--- config.mk ---
export PLATFORM = sky130hd
export DESIGN_NAME = gregorian_date_arithmetic_flat
export DESIGN_NICKNAME = d
export VERILOG_FILES = /design/src/hw/rtl/gda_pkg.sv /design/src/hw/rtl/gda_in_if.sv /design/src/hw/rtl/gda_out_if.sv /design/src/hw/rtl/gda_cdiv.sv /design/src/hw/rtl/gda_ctrl.sv /design/src/hw/rtl/gregorian_date_arithmetic.sv /design/src/flat_wrapper.sv
export SDC_FILE = /design/constraint.sdc
export NUM_CORES = 1
export LEC_CHECK = 0
export BUFFER_PORTS_ARGS = -buffer_cell sky130_fd_sc_hd__buf_4
export CORE_ASPECT_RATIO = 2
export CORE_MARGIN = 4
export CORE_UTILIZATION = 40
export DETAILED_ROUTE_END_ITERATION = 8
export HOLD_SLACK_MARGIN = 0.1
export PLACE_DENSITY = 0.68
export REMOVE_ABC_BUFFERS = 1
export SETUP_SLACK_MARGIN = 0.5
export SYNTH_ARGS = -nofsm -noshare
export SYNTH_HDL_FRONTEND = slang
export SYNTH_SLANG_ARGS = --single-unit
--- constraint.sdc ---
create_clock -name clk -period 7.57 [get_ports clk]
set_clock_uncertainty 0.15 [all_clocks]
set_input_delay 0.757 -clock clk [delete_from_list [all_inputs] [get_ports clk]]
set_output_delay 0.757 -clock clk [all_outputs]
set_load 0.02 [all_outputs]
--- src/hw/rtl/gda_pkg.sv ---
// Shared types, codes and calendar helpers for the Gregorian date block.
package gda_pkg;

    // Year range defaults
    localparam int DEF_MIN_YEAR = 1753;
    localparam int DEF_MAX_YEAR = 9999;

    // Held date after reset
    localparam logic [13:0] RESET_YEAR  = 14'd1970;
    localparam logic [3:0]  RESET_MONTH = 4'd1;
    localparam logic [4:0]  RESET_DAY   = 5'd1;

    // Item kinds
    localparam logic [1:0] KIND_LOAD   = 2'd0;
    localparam logic [1:0] KIND_DAYS   = 2'd1;
    localparam logic [1:0] KIND_MONTHS = 2'd2;
    localparam logic [1:0] KIND_YEARS  = 2'd3;

    // Month codes used by the sequencer
    localparam logic [3:0] MON_JAN = 4'd1;
    localparam logic [3:0] MON_FEB = 4'd2;
    localparam logic [3:0] MON_DEC = 4'd12;
    localparam logic [4:0] DEC_LEN = 5'd31;

    // Constant divider operations of the shared unit
    localparam logic [1:0] DIV_OP_100 = 2'd0;
    localparam logic [1:0] DIV_OP_3   = 2'd1;
    localparam logic [1:0] DIV_OP_7   = 2'd2;

    // Month addition bias: keeps month index nonnegative before floor division by 12
    localparam int MON_BIAS_Q = 2731;
    localparam int MON_BIAS   = 12 * MON_BIAS_Q;

    localparam int DIV_W = 15;

    typedef struct packed {
        logic [1:0]       op;
        logic [DIV_W-1:0] a;
    } div_req_t;

    typedef struct packed {
        logic [13:0] year;
        logic [3:0]  month;
        logic [4:0]  day;
        logic [2:0]  weekday;
        logic        rejected;
    } date_res_t;

    function automatic logic [4:0] month_len(input logic [3:0] m, input logic leap);
        logic [4:0] len;
        if (m inside {4'd4, 4'd6, 4'd9, 4'd11})
            len = 5'd30;
        else if (m == MON_FEB)
            len = leap ? 5'd29 : 5'd28;
        else
            len = 5'd31;
        return len;
    endfunction

    // floor(31 * m' / 12) with m' the March-based month index
    function automatic logic [4:0] wd_month_term(input logic [3:0] m);
        logic [4:0] t;
        case (m)
            4'd1:    t = 5'd28;
            4'd2:    t = 5'd31;
            4'd3:    t = 5'd2;
            4'd4:    t = 5'd5;
            4'd5:    t = 5'd7;
            4'd6:    t = 5'd10;
            4'd7:    t = 5'd12;
            4'd8:    t = 5'd15;
            4'd9:    t = 5'd18;
            4'd10:   t = 5'd20;
            4'd11:   t = 5'd23;
            4'd12:   t = 5'd25;
            default: t = 5'd0;
        endcase
        return t;
    endfunction

endpackage

--- src/hw/rtl/gda_in_if.sv ---
// Command channel: one date operation per beat.
interface gda_in_if;
    import gda_pkg::*;

    logic               valid;
    logic               ready;
    logic [1:0]         kind;
    logic signed [15:0] amount;
    logic [13:0]        load_year;
    logic [3:0]         load_month;
    logic [4:0]         load_day;

    modport source (output valid, kind, amount, load_year, load_month, load_day,
                    input ready);
    modport sink   (input valid, kind, amount, load_year, load_month, load_day,
                    output ready);
endinterface

--- src/hw/rtl/gda_out_if.sv ---
// Result channel: held date, weekday and reject flag per beat.
interface gda_out_if;
    import gda_pkg::*;

    logic        valid;
    logic        ready;
    logic [13:0] year;
    logic [3:0]  month;
    logic [4:0]  day;
    logic [2:0]  weekday;
    logic        rejected;

    modport source (output valid, year, month, day, weekday, rejected, input ready);
    modport sink   (input valid, year, month, day, weekday, rejected, output ready);
endinterface

--- src/hw/rtl/gda_cdiv.sv ---
// Shared constant divider: reciprocal multiply, quotient registered.
module gda_cdiv (
    input  logic                       clk,
    input  gda_pkg::div_req_t          req,
    output logic [gda_pkg::DIV_W-1:0]  q
);
    import gda_pkg::*;

    logic [DIV_W-1:0]   k;
    logic               sh19;
    logic [2*DIV_W-1:0] prod;
    logic [DIV_W-1:0]   q_next;
    logic [DIV_W-1:0]   q_reg;

    // Reciprocals exact over the operand ranges fed in
    always_comb
    begin
        case (req.op)
            DIV_OP_100:
            begin
                k    = 15'd5243;
                sh19 = 1'b1;
            end
            DIV_OP_3:
            begin
                k    = 15'd21846;
                sh19 = 1'b0;
            end
            DIV_OP_7:
            begin
                k    = 15'd9363;
                sh19 = 1'b0;
            end
            default:
            begin
                k    = '0;
                sh19 = 1'b0;
            end
        endcase
        prod   = (2*DIV_W)'(req.a) * (2*DIV_W)'(k);
        q_next = sh19 ? DIV_W'(prod[29:19]) : DIV_W'(prod[29:16]);
    end

    always_ff @(posedge clk)
    begin
        q_reg <= q_next;
    end

    assign q = q_reg;
endmodule

--- src/hw/rtl/gda_ctrl.sv ---
// Sequencer: held date, month walk and weekday steps over the shared divider.
module gda_ctrl #(
    parameter int MIN_YEAR = gda_pkg::DEF_MIN_YEAR,
    parameter int MAX_YEAR = gda_pkg::DEF_MAX_YEAR
) (
    input  logic                       clk,
    input  logic                       rst_n,
    gda_in_if.sink                     cmd,
    output gda_pkg::div_req_t          div_req,
    input  logic [gda_pkg::DIV_W-1:0]  div_q,
    output gda_pkg::date_res_t         done_res,
    output logic                       done_valid,
    input  logic                       done_take
);
    import gda_pkg::*;

    localparam logic [3:0] S_IDLE     = 4'd0;
    localparam logic [3:0] S_LEAP_REQ = 4'd1;
    localparam logic [3:0] S_LEAP     = 4'd2;
    localparam logic [3:0] S_CHECK    = 4'd3;
    localparam logic [3:0] S_WALK     = 4'd4;
    localparam logic [3:0] S_MON_REQ  = 4'd5;
    localparam logic [3:0] S_MON      = 4'd6;
    localparam logic [3:0] S_WD_REQ   = 4'd7;
    localparam logic [3:0] S_WD_SUM   = 4'd8;
    localparam logic [3:0] S_WD_MREQ  = 4'd9;
    localparam logic [3:0] S_WD_MOD   = 4'd10;
    localparam logic [3:0] S_DONE     = 4'd11;

    logic [3:0]         state_reg, state_next;
    logic [13:0]        cur_year_reg, cur_year_next;
    logic [3:0]         cur_month_reg, cur_month_next;
    logic [4:0]         cur_day_reg, cur_day_next;
    logic [13:0]        y_w_reg, y_w_next;
    logic [3:0]         m_w_reg, m_w_next;
    logic signed [16:0] d_w_reg, d_w_next;
    logic               leap_reg, leap_next;
    logic               walk_reg, walk_next;
    logic               load_reg, load_next;
    logic               rej_reg, rej_next;
    logic [16:0]        u_reg, u_next;
    logic [13:0]        yy_reg, yy_next;
    logic [13:0]        s_reg, s_next;
    logic [2:0]         wd_reg, wd_next;

    function automatic logic yr_ok(input logic signed [17:0] y);
        return (y >= $signed(18'(MIN_YEAR))) && (y <= $signed(18'(MAX_YEAR)));
    endfunction

    logic               load_ok;
    logic signed [16:0] day_sum;
    logic signed [17:0] yr_sum;
    logic signed [17:0] mon_t;
    logic signed [17:0] mon_y;
    logic [16:0]        mon_m;
    logic [21:0]        q100;
    logic [4:0]         len;
    logic [4:0]         prev_len;
    logic signed [16:0] len_s;
    logic               early;
    logic [13:0]        yy;
    logic [14:0]        wd_sum;
    logic [14:0]        wd_rem;

    always_comb
    begin
        load_ok = yr_ok($signed({4'd0, cmd.load_year})) &&
                  (cmd.load_month >= MON_JAN) && (cmd.load_month <= MON_DEC) &&
                  (cmd.load_day != 5'd0);
        day_sum = $signed({12'd0, cur_day_reg}) + $signed({cmd.amount[15], cmd.amount});
        yr_sum  = $signed({4'd0, cur_year_reg}) +
                  $signed({{2{cmd.amount[15]}}, cmd.amount});
        mon_t   = $signed({14'd0, cur_month_reg}) - 18'sd1 +
                  $signed({{2{cmd.amount[15]}}, cmd.amount}) + $signed(18'(MON_BIAS));
        mon_y   = $signed({4'd0, cur_year_reg}) + $signed({3'd0, div_q}) -
                  $signed(18'(MON_BIAS_Q));
        mon_m   = 17'(u_reg - 17'(div_q) * 17'd12 + 17'd1);
        q100    = 22'(div_q) * 22'd100;
        len      = month_len(m_w_reg, leap_reg);
        prev_len = month_len(4'(m_w_reg - 4'd1), leap_reg);
        len_s    = $signed({12'd0, len});
        // January and February count as months 11 and 12 of the year before
        early   = (cur_month_reg == MON_JAN) || (cur_month_reg == MON_FEB);
        yy      = cur_year_reg - {13'd0, early};
        wd_sum  = {10'd0, cur_day_reg} + {1'b0, yy_reg} + {3'd0, yy_reg[13:2]} -
                  div_q + {2'd0, div_q[14:2]} + {10'd0, wd_month_term(cur_month_reg)};
        wd_rem  = {1'b0, s_reg} - 15'(div_q * 15'd7);
    end

    always_comb
    begin
        state_next     = state_reg;
        cur_year_next  = cur_year_reg;
        cur_month_next = cur_month_reg;
        cur_day_next   = cur_day_reg;
        y_w_next       = y_w_reg;
        m_w_next       = m_w_reg;
        d_w_next       = d_w_reg;
        leap_next      = leap_reg;
        walk_next      = walk_reg;
        load_next      = load_reg;
        rej_next       = rej_reg;
        u_next         = u_reg;
        yy_next        = yy_reg;
        s_next         = s_reg;
        wd_next        = wd_reg;
        div_req.op     = DIV_OP_100;
        div_req.a      = {1'b0, y_w_reg};
        done_valid     = 1'b0;

        case (state_reg)
            S_IDLE:
            begin
                if (cmd.valid)
                begin
                    rej_next  = 1'b0;
                    walk_next = 1'b0;
                    load_next = 1'b0;
                    case (cmd.kind)
                        KIND_LOAD:
                        begin
                            if (load_ok)
                            begin
                                y_w_next   = cmd.load_year;
                                m_w_next   = cmd.load_month;
                                d_w_next   = $signed({12'd0, cmd.load_day});
                                load_next  = 1'b1;
                                state_next = S_LEAP_REQ;
                            end
                            else
                            begin
                                rej_next   = 1'b1;
                                state_next = S_WD_REQ;
                            end
                        end
                        KIND_DAYS:
                        begin
                            y_w_next   = cur_year_reg;
                            m_w_next   = cur_month_reg;
                            d_w_next   = day_sum;
                            walk_next  = 1'b1;
                            state_next = S_LEAP_REQ;
                        end
                        KIND_MONTHS:
                        begin
                            u_next     = mon_t[16:0];
                            state_next = S_MON_REQ;
                        end
                        KIND_YEARS:
                        begin
                            if (yr_ok(yr_sum))
                            begin
                                y_w_next   = yr_sum[13:0];
                                m_w_next   = cur_month_reg;
                                d_w_next   = $signed({12'd0, cur_day_reg});
                                state_next = S_LEAP_REQ;
                            end
                            else
                            begin
                                rej_next   = 1'b1;
                                state_next = S_WD_REQ;
                            end
                        end
                        default:
                        begin
                            rej_next   = 1'b1;
                            state_next = S_WD_REQ;
                        end
                    endcase
                end
            end
            S_MON_REQ:
            begin
                div_req.op = DIV_OP_3;
                div_req.a  = u_reg[16:2];
                state_next = S_MON;
            end
            S_MON:
            begin
                if (yr_ok(mon_y))
                begin
                    y_w_next   = mon_y[13:0];
                    m_w_next   = mon_m[3:0];
                    d_w_next   = $signed({12'd0, cur_day_reg});
                    state_next = S_LEAP_REQ;
                end
                else
                begin
                    rej_next   = 1'b1;
                    state_next = S_WD_REQ;
                end
            end
            S_LEAP_REQ:
            begin
                div_req.op = DIV_OP_100;
                div_req.a  = {1'b0, y_w_reg};
                state_next = S_LEAP;
            end
            S_LEAP:
            begin
                leap_next  = (y_w_reg[1:0] == 2'b00) &&
                             (({8'd0, y_w_reg} != q100) || (div_q[1:0] == 2'b00));
                state_next = walk_reg ? S_WALK : S_CHECK;
            end
            S_CHECK:
            begin
                if (load_reg && (d_w_reg > len_s))
                begin
                    rej_next = 1'b1;
                end
                else
                begin
                    cur_year_next  = y_w_reg;
                    cur_month_next = m_w_reg;
                    cur_day_next   = (d_w_reg > len_s) ? len : d_w_reg[4:0];
                end
                state_next = S_WD_REQ;
            end
            S_WALK:
            begin
                if (d_w_reg > len_s)
                begin
                    d_w_next = d_w_reg - len_s;
                    if (m_w_reg == MON_DEC)
                    begin
                        if (y_w_reg == 14'(MAX_YEAR))
                        begin
                            rej_next   = 1'b1;
                            state_next = S_WD_REQ;
                        end
                        else
                        begin
                            m_w_next   = MON_JAN;
                            y_w_next   = y_w_reg + 14'd1;
                            state_next = S_LEAP_REQ;
                        end
                    end
                    else
                    begin
                        m_w_next = m_w_reg + 4'd1;
                    end
                end
                else if (d_w_reg < 17'sd1)
                begin
                    if (m_w_reg == MON_JAN)
                    begin
                        if (y_w_reg == 14'(MIN_YEAR))
                        begin
                            rej_next   = 1'b1;
                            state_next = S_WD_REQ;
                        end
                        else
                        begin
                            m_w_next   = MON_DEC;
                            y_w_next   = y_w_reg - 14'd1;
                            d_w_next   = d_w_reg + $signed({12'd0, DEC_LEN});
                            state_next = S_LEAP_REQ;
                        end
                    end
                    else
                    begin
                        m_w_next = m_w_reg - 4'd1;
                        d_w_next = d_w_reg + $signed({12'd0, prev_len});
                    end
                end
                else
                begin
                    cur_year_next  = y_w_reg;
                    cur_month_next = m_w_reg;
                    cur_day_next   = d_w_reg[4:0];
                    state_next     = S_WD_REQ;
                end
            end
            S_WD_REQ:
            begin
                yy_next    = yy;
                div_req.op = DIV_OP_100;
                div_req.a  = {1'b0, yy};
                state_next = S_WD_SUM;
            end
            S_WD_SUM:
            begin
                s_next     = wd_sum[13:0];
                state_next = S_WD_MREQ;
            end
            S_WD_MREQ:
            begin
                div_req.op = DIV_OP_7;
                div_req.a  = {1'b0, s_reg};
                state_next = S_WD_MOD;
            end
            S_WD_MOD:
            begin
                wd_next    = wd_rem[2:0];
                state_next = S_DONE;
            end
            S_DONE:
            begin
                done_valid = 1'b1;
                if (done_take)
                    state_next = S_IDLE;
            end
            default:
            begin
                state_next = S_IDLE;
            end
        endcase
    end

    always_ff @(posedge clk or negedge rst_n)
    begin
        if (!rst_n)
        begin
            state_reg     <= S_IDLE;
            cur_year_reg  <= RESET_YEAR;
            cur_month_reg <= RESET_MONTH;
            cur_day_reg   <= RESET_DAY;
            walk_reg      <= 1'b0;
            load_reg      <= 1'b0;
            rej_reg       <= 1'b0;
        end
        else
        begin
            state_reg     <= state_next;
            cur_year_reg  <= cur_year_next;
            cur_month_reg <= cur_month_next;
            cur_day_reg   <= cur_day_next;
            walk_reg      <= walk_next;
            load_reg      <= load_next;
            rej_reg       <= rej_next;
        end
    end

    always_ff @(posedge clk)
    begin
        y_w_reg  <= y_w_next;
        m_w_reg  <= m_w_next;
        d_w_reg  <= d_w_next;
        leap_reg <= leap_next;
        u_reg    <= u_next;
        yy_reg   <= yy_next;
        s_reg    <= s_next;
        wd_reg   <= wd_next;
    end

    assign cmd.ready         = (state_reg == S_IDLE);
    assign done_res.year     = cur_year_reg;
    assign done_res.month    = cur_month_reg;
    assign done_res.day      = cur_day_reg;
    assign done_res.weekday  = wd_reg;
    assign done_res.rejected = rej_reg;
endmodule

--- src/hw/rtl/gregorian_date_arithmetic.sv ---
// Top level of the Gregorian date block: sequencer, shared divider, result register.
//
//  channel  dir  beat contents
//  -------  ---  ------------------------------------------------------
//  cmd      in   kind, amount, load_year, load_month, load_day
//  res      out  year, month, day, weekday, rejected (one per cmd beat)
//
// Steps per command, from accept to result register loaded:
//   load and add years: leap test, date check, weekday; add months: /3 carry first;
//   add days: a month walk, with a new leap test at each year boundary crossed;
//   refused commands skip to the weekday steps. Every leap test, the month
//   carry and the weekday steps use the one shared divider in turn.
// Reset puts the held date at 1970-01-01; there is no clearing pass.
// cmd.ready is high only while the sequencer is idle. A finished result moves
//   into the output register; the next command is taken while it waits, and
//   the sequencer holds its next result until the register frees up.
module gregorian_date_arithmetic #(
    parameter int MIN_YEAR = gda_pkg::DEF_MIN_YEAR,
    parameter int MAX_YEAR = gda_pkg::DEF_MAX_YEAR
) (
    input  logic       clk,
    input  logic       rst_n,
    gda_in_if.sink     cmd,
    gda_out_if.source  res
);
    import gda_pkg::*;

    div_req_t         div_req;
    logic [DIV_W-1:0] div_q;
    date_res_t        done_res;
    logic             done_valid;
    logic             done_take;

    logic             out_valid_reg, out_valid_next;
    date_res_t        out_reg, out_next;

    gda_ctrl #(
        .MIN_YEAR (MIN_YEAR),
        .MAX_YEAR (MAX_YEAR)
    ) u_ctrl (
        .clk        (clk),
        .rst_n      (rst_n),
        .cmd        (cmd),
        .div_req    (div_req),
        .div_q      (div_q),
        .done_res   (done_res),
        .done_valid (done_valid),
        .done_take  (done_take)
    );

    // One multiplier serves /100 (leap and weekday), /3 (month carry), /7 (weekday)
    gda_cdiv u_cdiv (
        .clk (clk),
        .req (div_req),
        .q   (div_q)
    );

    // Result register: loads when empty or being drained this cycle
    always_comb
    begin
        done_take      = done_valid && (!out_valid_reg || res.ready);
        out_valid_next = out_valid_reg;
        out_next       = out_reg;
        if (done_take)
        begin
            out_valid_next = 1'b1;
            out_next       = done_res;
        end
        else if (res.ready)
        begin
            out_valid_next = 1'b0;
        end
    end

    always_ff @(posedge clk or negedge rst_n)
    begin
        if (!rst_n)
            out_valid_reg <= 1'b0;
        else
            out_valid_reg <= out_valid_next;
    end

    always_ff @(posedge clk)
    begin
        out_reg <= out_next;
    end

    assign res.valid    = out_valid_reg;
    assign res.year     = out_reg.year;
    assign res.month    = out_reg.month;
    assign res.day      = out_reg.day;
    assign res.weekday  = out_reg.weekday;
    assign res.rejected = out_reg.rejected;

    // A beat handed over by the sequencer shows up at the output next cycle
    a_take_shows: assert property (@(posedge clk) disable iff (!rst_n)
        done_take |=> res.valid)
        else $error("result handed over but output not valid");

    // Sequencer is never idle while it still holds a result
    a_idle_no_result: assert property (@(posedge clk) disable iff (!rst_n)
        cmd.ready |-> !done_valid)
        else $error("ready while a result is pending");

    // Held date stays inside the calendar and year range
    a_date_range: assert property (@(posedge clk) disable iff (!rst_n)
        res.valid |-> (res.year >= 14'(MIN_YEAR)) && (res.year <= 14'(MAX_YEAR)) &&
                      (res.month >= MON_JAN) && (res.month <= MON_DEC) &&
                      (res.day != 5'd0) &&
                      (res.day <= month_len(res.month, 1'b1)))
        else $error("output date out of range");

    a_weekday_range: assert property (@(posedge clk) disable iff (!rst_n)
        res.valid |-> (res.weekday <= 3'd6))
        else $error("weekday out of range");
endmodule

--- src/flat_wrapper.sv ---
// flat-port wrapper written by rule: the top's interface ports become plain ports
module gregorian_date_arithmetic_flat import gda_pkg::*;
#(
    parameter int MIN_YEAR = gda_pkg::DEF_MIN_YEAR,
    parameter int MAX_YEAR = gda_pkg::DEF_MAX_YEAR
)
  (clk, rst_n, cmd_valid, cmd_kind, cmd_amount, cmd_load_year, cmd_load_month, cmd_load_day, cmd_ready, res_valid, res_year, res_month, res_day, res_weekday, res_rejected, res_ready);
  gda_in_if cmd_i ();
  gda_out_if res_i ();
  input  logic clk;
  input  logic rst_n;
  input wire logic [$bits(cmd_i.valid)-1:0] cmd_valid;
  input wire logic [$bits(cmd_i.kind)-1:0] cmd_kind;
  input wire logic [$bits(cmd_i.amount)-1:0] cmd_amount;
  input wire logic [$bits(cmd_i.load_year)-1:0] cmd_load_year;
  input wire logic [$bits(cmd_i.load_month)-1:0] cmd_load_month;
  input wire logic [$bits(cmd_i.load_day)-1:0] cmd_load_day;
  output wire logic [$bits(cmd_i.ready)-1:0] cmd_ready;
  output wire logic [$bits(res_i.valid)-1:0] res_valid;
  output wire logic [$bits(res_i.year)-1:0] res_year;
  output wire logic [$bits(res_i.month)-1:0] res_month;
  output wire logic [$bits(res_i.day)-1:0] res_day;
  output wire logic [$bits(res_i.weekday)-1:0] res_weekday;
  output wire logic [$bits(res_i.rejected)-1:0] res_rejected;
  input wire logic [$bits(res_i.ready)-1:0] res_ready;
  assign cmd_i.valid = cmd_valid;
  assign cmd_i.kind = cmd_kind;
  assign cmd_i.amount = cmd_amount;
  assign cmd_i.load_year = cmd_load_year;
  assign cmd_i.load_month = cmd_load_month;
  assign cmd_i.load_day = cmd_load_day;
  assign cmd_ready = cmd_i.ready;
  assign res_valid = res_i.valid;
  assign res_year = res_i.year;
  assign res_month = res_i.month;
  assign res_day = res_i.day;
  assign res_weekday = res_i.weekday;
  assign res_rejected = res_i.rejected;
  assign res_i.ready = res_ready;
  gregorian_date_arithmetic #(.MIN_YEAR(MIN_YEAR), .MAX_YEAR(MAX_YEAR)) u_core (.clk(clk), .rst_n(rst_n), .cmd(cmd_i), .res(res_i));
endmodule
==> results of run 1 <==
-- cells in the mapped netlist, types with 37 or more instances --
cell type / n
a21oi_1: 114
clkbuf_1: 42
edfxtp_1: 111
fa_1: 174
ha_1: 273
inv_1: 375
nand2_1: 155
nand3_1: 37
nor2_1: 134
nor3_1: 37
o21ai_0: 89
xnor2_1: 95
xor2_1: 46
-- cell type report --
class	instances	area, sq um
tap	649	812
clock inverter	15	196
inverter	375	1410
multi-input combinational	1616	14900
sequential	156	4400
timing repair buffer	290	2210
fill	4609	25700
clock buffer	17	425
-- cells by family after synthesis --
group,share of synthesized area (%)
fa+ha+maj,34.0
flops,21.7
mux,1.71
other cells,0.0185
compound gates,15.4
buf+inv,7.93
xor+xnor,6.30
simple gates,13.0
-- through the flow --
stage | util (%) | hold WS [ns]
floorplan | - | 0.250
global placement | 45.7 | 0.254
detailed placement | 45.7 | 0.260
CTS | 48.3 | 0.277
global route | 48.7 | 0.299
finish | 48.7 | 0.274
-- critical path: cells and delay by family (launching register included) --
kind	cells	cell delay, ns
buffers and inverters	11	1.03
flip-flops	1	0.58
XOR/XNOR	2	0.47
AO/OA/AOI/OAI	9	1.46
AND/OR/NAND/NOR	4	0.29
adder cells (fa/ha/maj)	10	3.75
-- per-layer routing --
layer	vias to the layer above	routed length, um	global-route usage (%)
li1	8064	-	-
met1	8628	21700	23.3
met2	701	37500	48.1
met3	311	3510	3.54
met4	0	7650	21.7
met5	-	0	0
-- repair_timing --
action                     in CTS  in global routing
resized for setup             108                 34
setup buffers                  27                  6
gates cloned                    0                  0
hold buffers                    1                  0
hold endpoints to repair        8                  0
setup endpoints to repair      14                 14
pin swaps                      88                 38
-- path summary, 6_finish.rpt --
path                                                       end  slack (ns)  cells after the start
worst min register to register           u_core.res.weekday[1]        0.27                      0
worst max-delay path                        u_core.u_cdiv.q[7]       -0.31                     36
worst max register to register              u_core.u_cdiv.q[7]       -0.31                     36
min in group asynchronous                     u_core.res.valid        0.63                      2
max in group asynchronous       u_core.u_ctrl.cur_month_reg[0]        6.28                      2
worst min-delay path                     u_core.res.weekday[1]        0.27                      0
==> flow_metrics.tcl, run 1 <==
set metrics [dict create \
    design.core.area_sq_um 50100 \
    drc 0 \
    outcome "complete, but fails checks" \
    cp-startpoint "u_core.u_ctrl.cur_month_reg[0]" \
    cts_tree "built" \
    start_util_pct 40.5 \
    yosys_most_used_dff "edfxtp_1" \
    setup-violations-final 13 \
    critPathRequiredTime_ns 7.75 \
    yosysTopAreaCellShare_pct 17.2 \
    violations "negative setup slack" \
    slew_viol_final 0 \
    worst-slew-pin-transition_ns 1.18 \
    regToRegStartpoint "u_core.u_ctrl.cur_month_reg[0]" \
    grtUsageTotal_pct 25.4 \
    antenna_left 0 \
    maxSlewHeadroom_pct 21.1 \
    hold_viol 0 \
    cp-start-kind "flop" \
    slowest_stage "dfstp_2" \
    path_max_fanout 4 \
    setup_slack_ns -0.307 \
    post-route-min-period_ns 7.88 \
    clock_sinks 156 \
    wire_per_inst_um 22.6 \
    io_buffers 73 \
    overflow 0 \
    rows 116 \
    die_w_um 167 \
    nNetsFinal 2948 \
    drive_gt1_share_pct 19.6 \
    timing.critical_path.mode_cell "fa_1" \
    setup_tns_ns -2.19 \
    worstSkewPairLatency_ns 0.46 \
    ys_seq_area_share_pct 21.7 \
    routabilityCongestion 0.997 \
    synthCells 2194 \
    grt_start_max_net_pins 36 \
    synth_edf_count 111 \
    first_global_vias 18695 \
    drtIter0Drc 1315 \
    timing.final.crit_share_pct 104 \
    diodes 0 \
    drt_pre_antenna_iters 8 \
    place_inst 3052 \
    cts-root-buf "clkbuf_16" \
    vias 17704 \
    routed_via_density 5.68 \
    cap_violations 0 \
    fmax_ghz 0.127 \
    htree_levels 4 \
    die_y_um 327 \
    synth_area_sq_um 20300 \
    cts.reportedPaths.clkPinSlew_ns 0.07 \
    synth_top_area_cell "fa_1" \
    grt_pass1_wl_um 106000 \
    avgSynthCellArea_sq_um 9.25 \
    cp_slowest_stage_delay_ns 0.58 \
    io_pins 74 \
    antenna_found_initial 1 \
    min_path_type "reg2reg" \
    final_common_cell "inv_1" \
    synth-async-reset-ratio_pct 19.9 \
    synth_seq_cells 156 \
    drt_wl_total_um 70300 \
    path_class "reg2reg" \
    dp_slack_ns -0.810 \
    final_area_sq_um 24400 \
    hpwlAfterDp_um 58500 \
    die_area_sq_um 54600 \
    syn_to_final_growth_pct 20.2 \
    holdCritStartpoint "u_core.u_ctrl.wd_reg[1]" \
    synth_cell_types 94 \
    worstPathArrival_ns 8.06 \
    synth.area.top_cells "fa_1, ha_1, edfxtp_1, inv_1, xnor2_1" \
    mostFrequentLayoutCells "inv_1, buf_4, ha_1" \
    post_dp_cell_area_sq_um 22900 \
    synth_warnings 0 \
    rsz0062_at_grt "yes" \
    clock_path_buffers 2 \
    fin_cells 3118 \
    end_kind "flop" \
    cts_made_buffers 17 \
]
Power of run 1 is left out: the tool's default activity adds up to more than one toggle a clock period on the data nets, which glitch-free logic cannot reach.
==> run 2: changes to the inputs <==
Settings changed: SKIP_CTS_REPAIR_TIMING set to 1.
==> flow_metrics.tcl, run 2 (same netlist as run 1, synthesis figures left out) <==
set metrics [dict create \
    outcome "complete, but fails checks" \
    violations "negative setup slack" \
    drive_gt1_share_pct 18.7 \
    routabilityCongestion 0.997 \
    start_util_pct 40.5 \
    cts-root-buf "clkbuf_16" \
    critPathRequiredTime_ns 7.75 \
    grt_util_met2_pct 47.3 \
    drt_wl_total_um 69800 \
    io_buffers 73 \
    grtUsageTotal_pct 25.0 \
    worstSkewPairLatency_ns 0.46 \
    cp_slowest_stage_delay_ns 0.59 \
    die_w_um 167 \
    io_pins 74 \
    grt_busiest_layer "met2" \
    reg2reg_depth 35 \
    place_inst 3052 \
    end_kind "flop" \
    fmax_ghz 0.127 \
    fin_cells 3100 \
    htree_levels 4 \
    diodes 0 \
    cts.reportedPaths.clkPinSlew_ns 0.08 \
    fill_cells 4646 \
    first_global_vias 18398 \
    drtIter0Drc 1327 \
    path_class "reg2reg" \
    setup-violations-final 13 \
    cp-start-kind "flop" \
    hold_viol 0 \
    maxSlewHeadroom_pct 23.3 \
    worstPathArrival_ns 8.08 \
    r2r_setup_slack_ns -0.33 \
    regToRegStartpoint "u_core.u_ctrl.cur_month_reg[0]" \
    drt_pre_antenna_iters 7 \
    vias 17538 \
    die_area_sq_um 54600 \
    worst-slew-pin-transition_ns 1.15 \
    cts_tree "built" \
    design.core.area_sq_um 50100 \
    path_max_fanout 5 \
    grt_util_met1_pct 22.6 \
    mostFrequentLayoutCells "inv_1, buf_4, ha_1" \
    setup_slack_ns -0.328 \
    slowest_stage "dfstp_2" \
    cap_violations 0 \
    final_common_cell "inv_1" \
    rows 116 \
    nNetsFinal 2930 \
    routed_via_density 5.66 \
    antenna_found_initial 0 \
    drc 0 \
    die_y_um 327 \
    overflow 0 \
    grt_util_met3_pct 3.38 \
    syn_to_final_growth_pct 19.0 \
    r2r-end "u_core.u_cdiv.q[7]" \
    post-route-min-period_ns 7.90 \
    grt_start_max_net_pins 36 \
    slew_viol_final 0 \
    clock_sinks 156 \
    wire_per_inst_um 22.5 \
    timing.final.crit_share_pct 104 \
    min_path_type "in2async" \
    hpwlAfterDp_um 58500 \
    clock_path_buffers 2 \
    grt_pass1_wl_um 104000 \
    rsz0062_at_grt "yes" \
    cts_made_buffers 17 \
    antenna_left 0 \
]
[run 2: changes by cell type in the layout (fill, tap and decap cells not counted), sizes merged]
cell | before | now
buf | 289 | 272
dlygate4sd3 | 1 | 0
[run 2: worst max path at each step]
stage | from | endpoint | slack [ns]
3_5_place_dp | u_core.u_ctrl.cur_month_reg[0] | u_core.u_cdiv.q[10] | -0.81
5_1_grt | u_core.u_ctrl.cur_month_reg[0] | u_core.u_cdiv.q[5] | -0.59
2_1_floorplan | u_core.u_ctrl.state_reg[3] | u_core.u_cdiv.q[10] | -2.27
3_3_place_gp | u_core.u_ctrl.cur_month_reg[0] | u_core.u_cdiv.q[10] | -0.67
4_1_cts | u_core.u_ctrl.cur_month_reg[0] | u_core.u_cdiv.q[10] | -0.84
6_report | u_core.u_ctrl.cur_month_reg[0] | u_core.u_cdiv.q[7] | -0.33
[run 2: layout make-up]
type	instances	area [sq um]	share of cell area, %
multi-input combinational	1616	14800	61.5
inverter	375	1410	5.83
timing repair buffer	272	2060	8.55
clock inverter	15	196	0.813
clock buffer	17	425	1.76
tap	649	812	3.36
sequential	156	4400	18.2
[run 2: through the flow]
step                      hold slack (ns)  area [sq um]  util, %  worst slack [ns]  setup TNS, ns
after global placement              0.254         22900     45.7            -0.668          -7.73
after global routing                0.114         24200     48.2            -0.589          -6.51
after detailed placement            0.260         22900     45.7            -0.810          -8.67
after CTS                          0.0927         23500     47.0            -0.839          -9.13
after floorplan                     0.250         20100        -             -2.27         -27.89
final                              0.0833         24200     48.2            -0.328          -2.53
[run 2: routing by layer]
layer	up-vias	wire length, um	share of wire (%)
li1	8028	-	-
met1	8531	21400	31
met2	691	37400	54
met3	288	3530	5.1
met4	0	7460	11
met5	-	0	0
[run 2: worst max-delay path, delay by kind of cell (launching register included)]
family | cells | cell delay [ns]
buf+inv | 9 | 0.96
flops | 1 | 0.59
xor+xnor | 2 | 0.42
compound gates | 9 | 1.52
simple gates | 6 | 0.76
fa+ha+maj | 9 | 3.34
Power of run 2 is left out for the same reason.
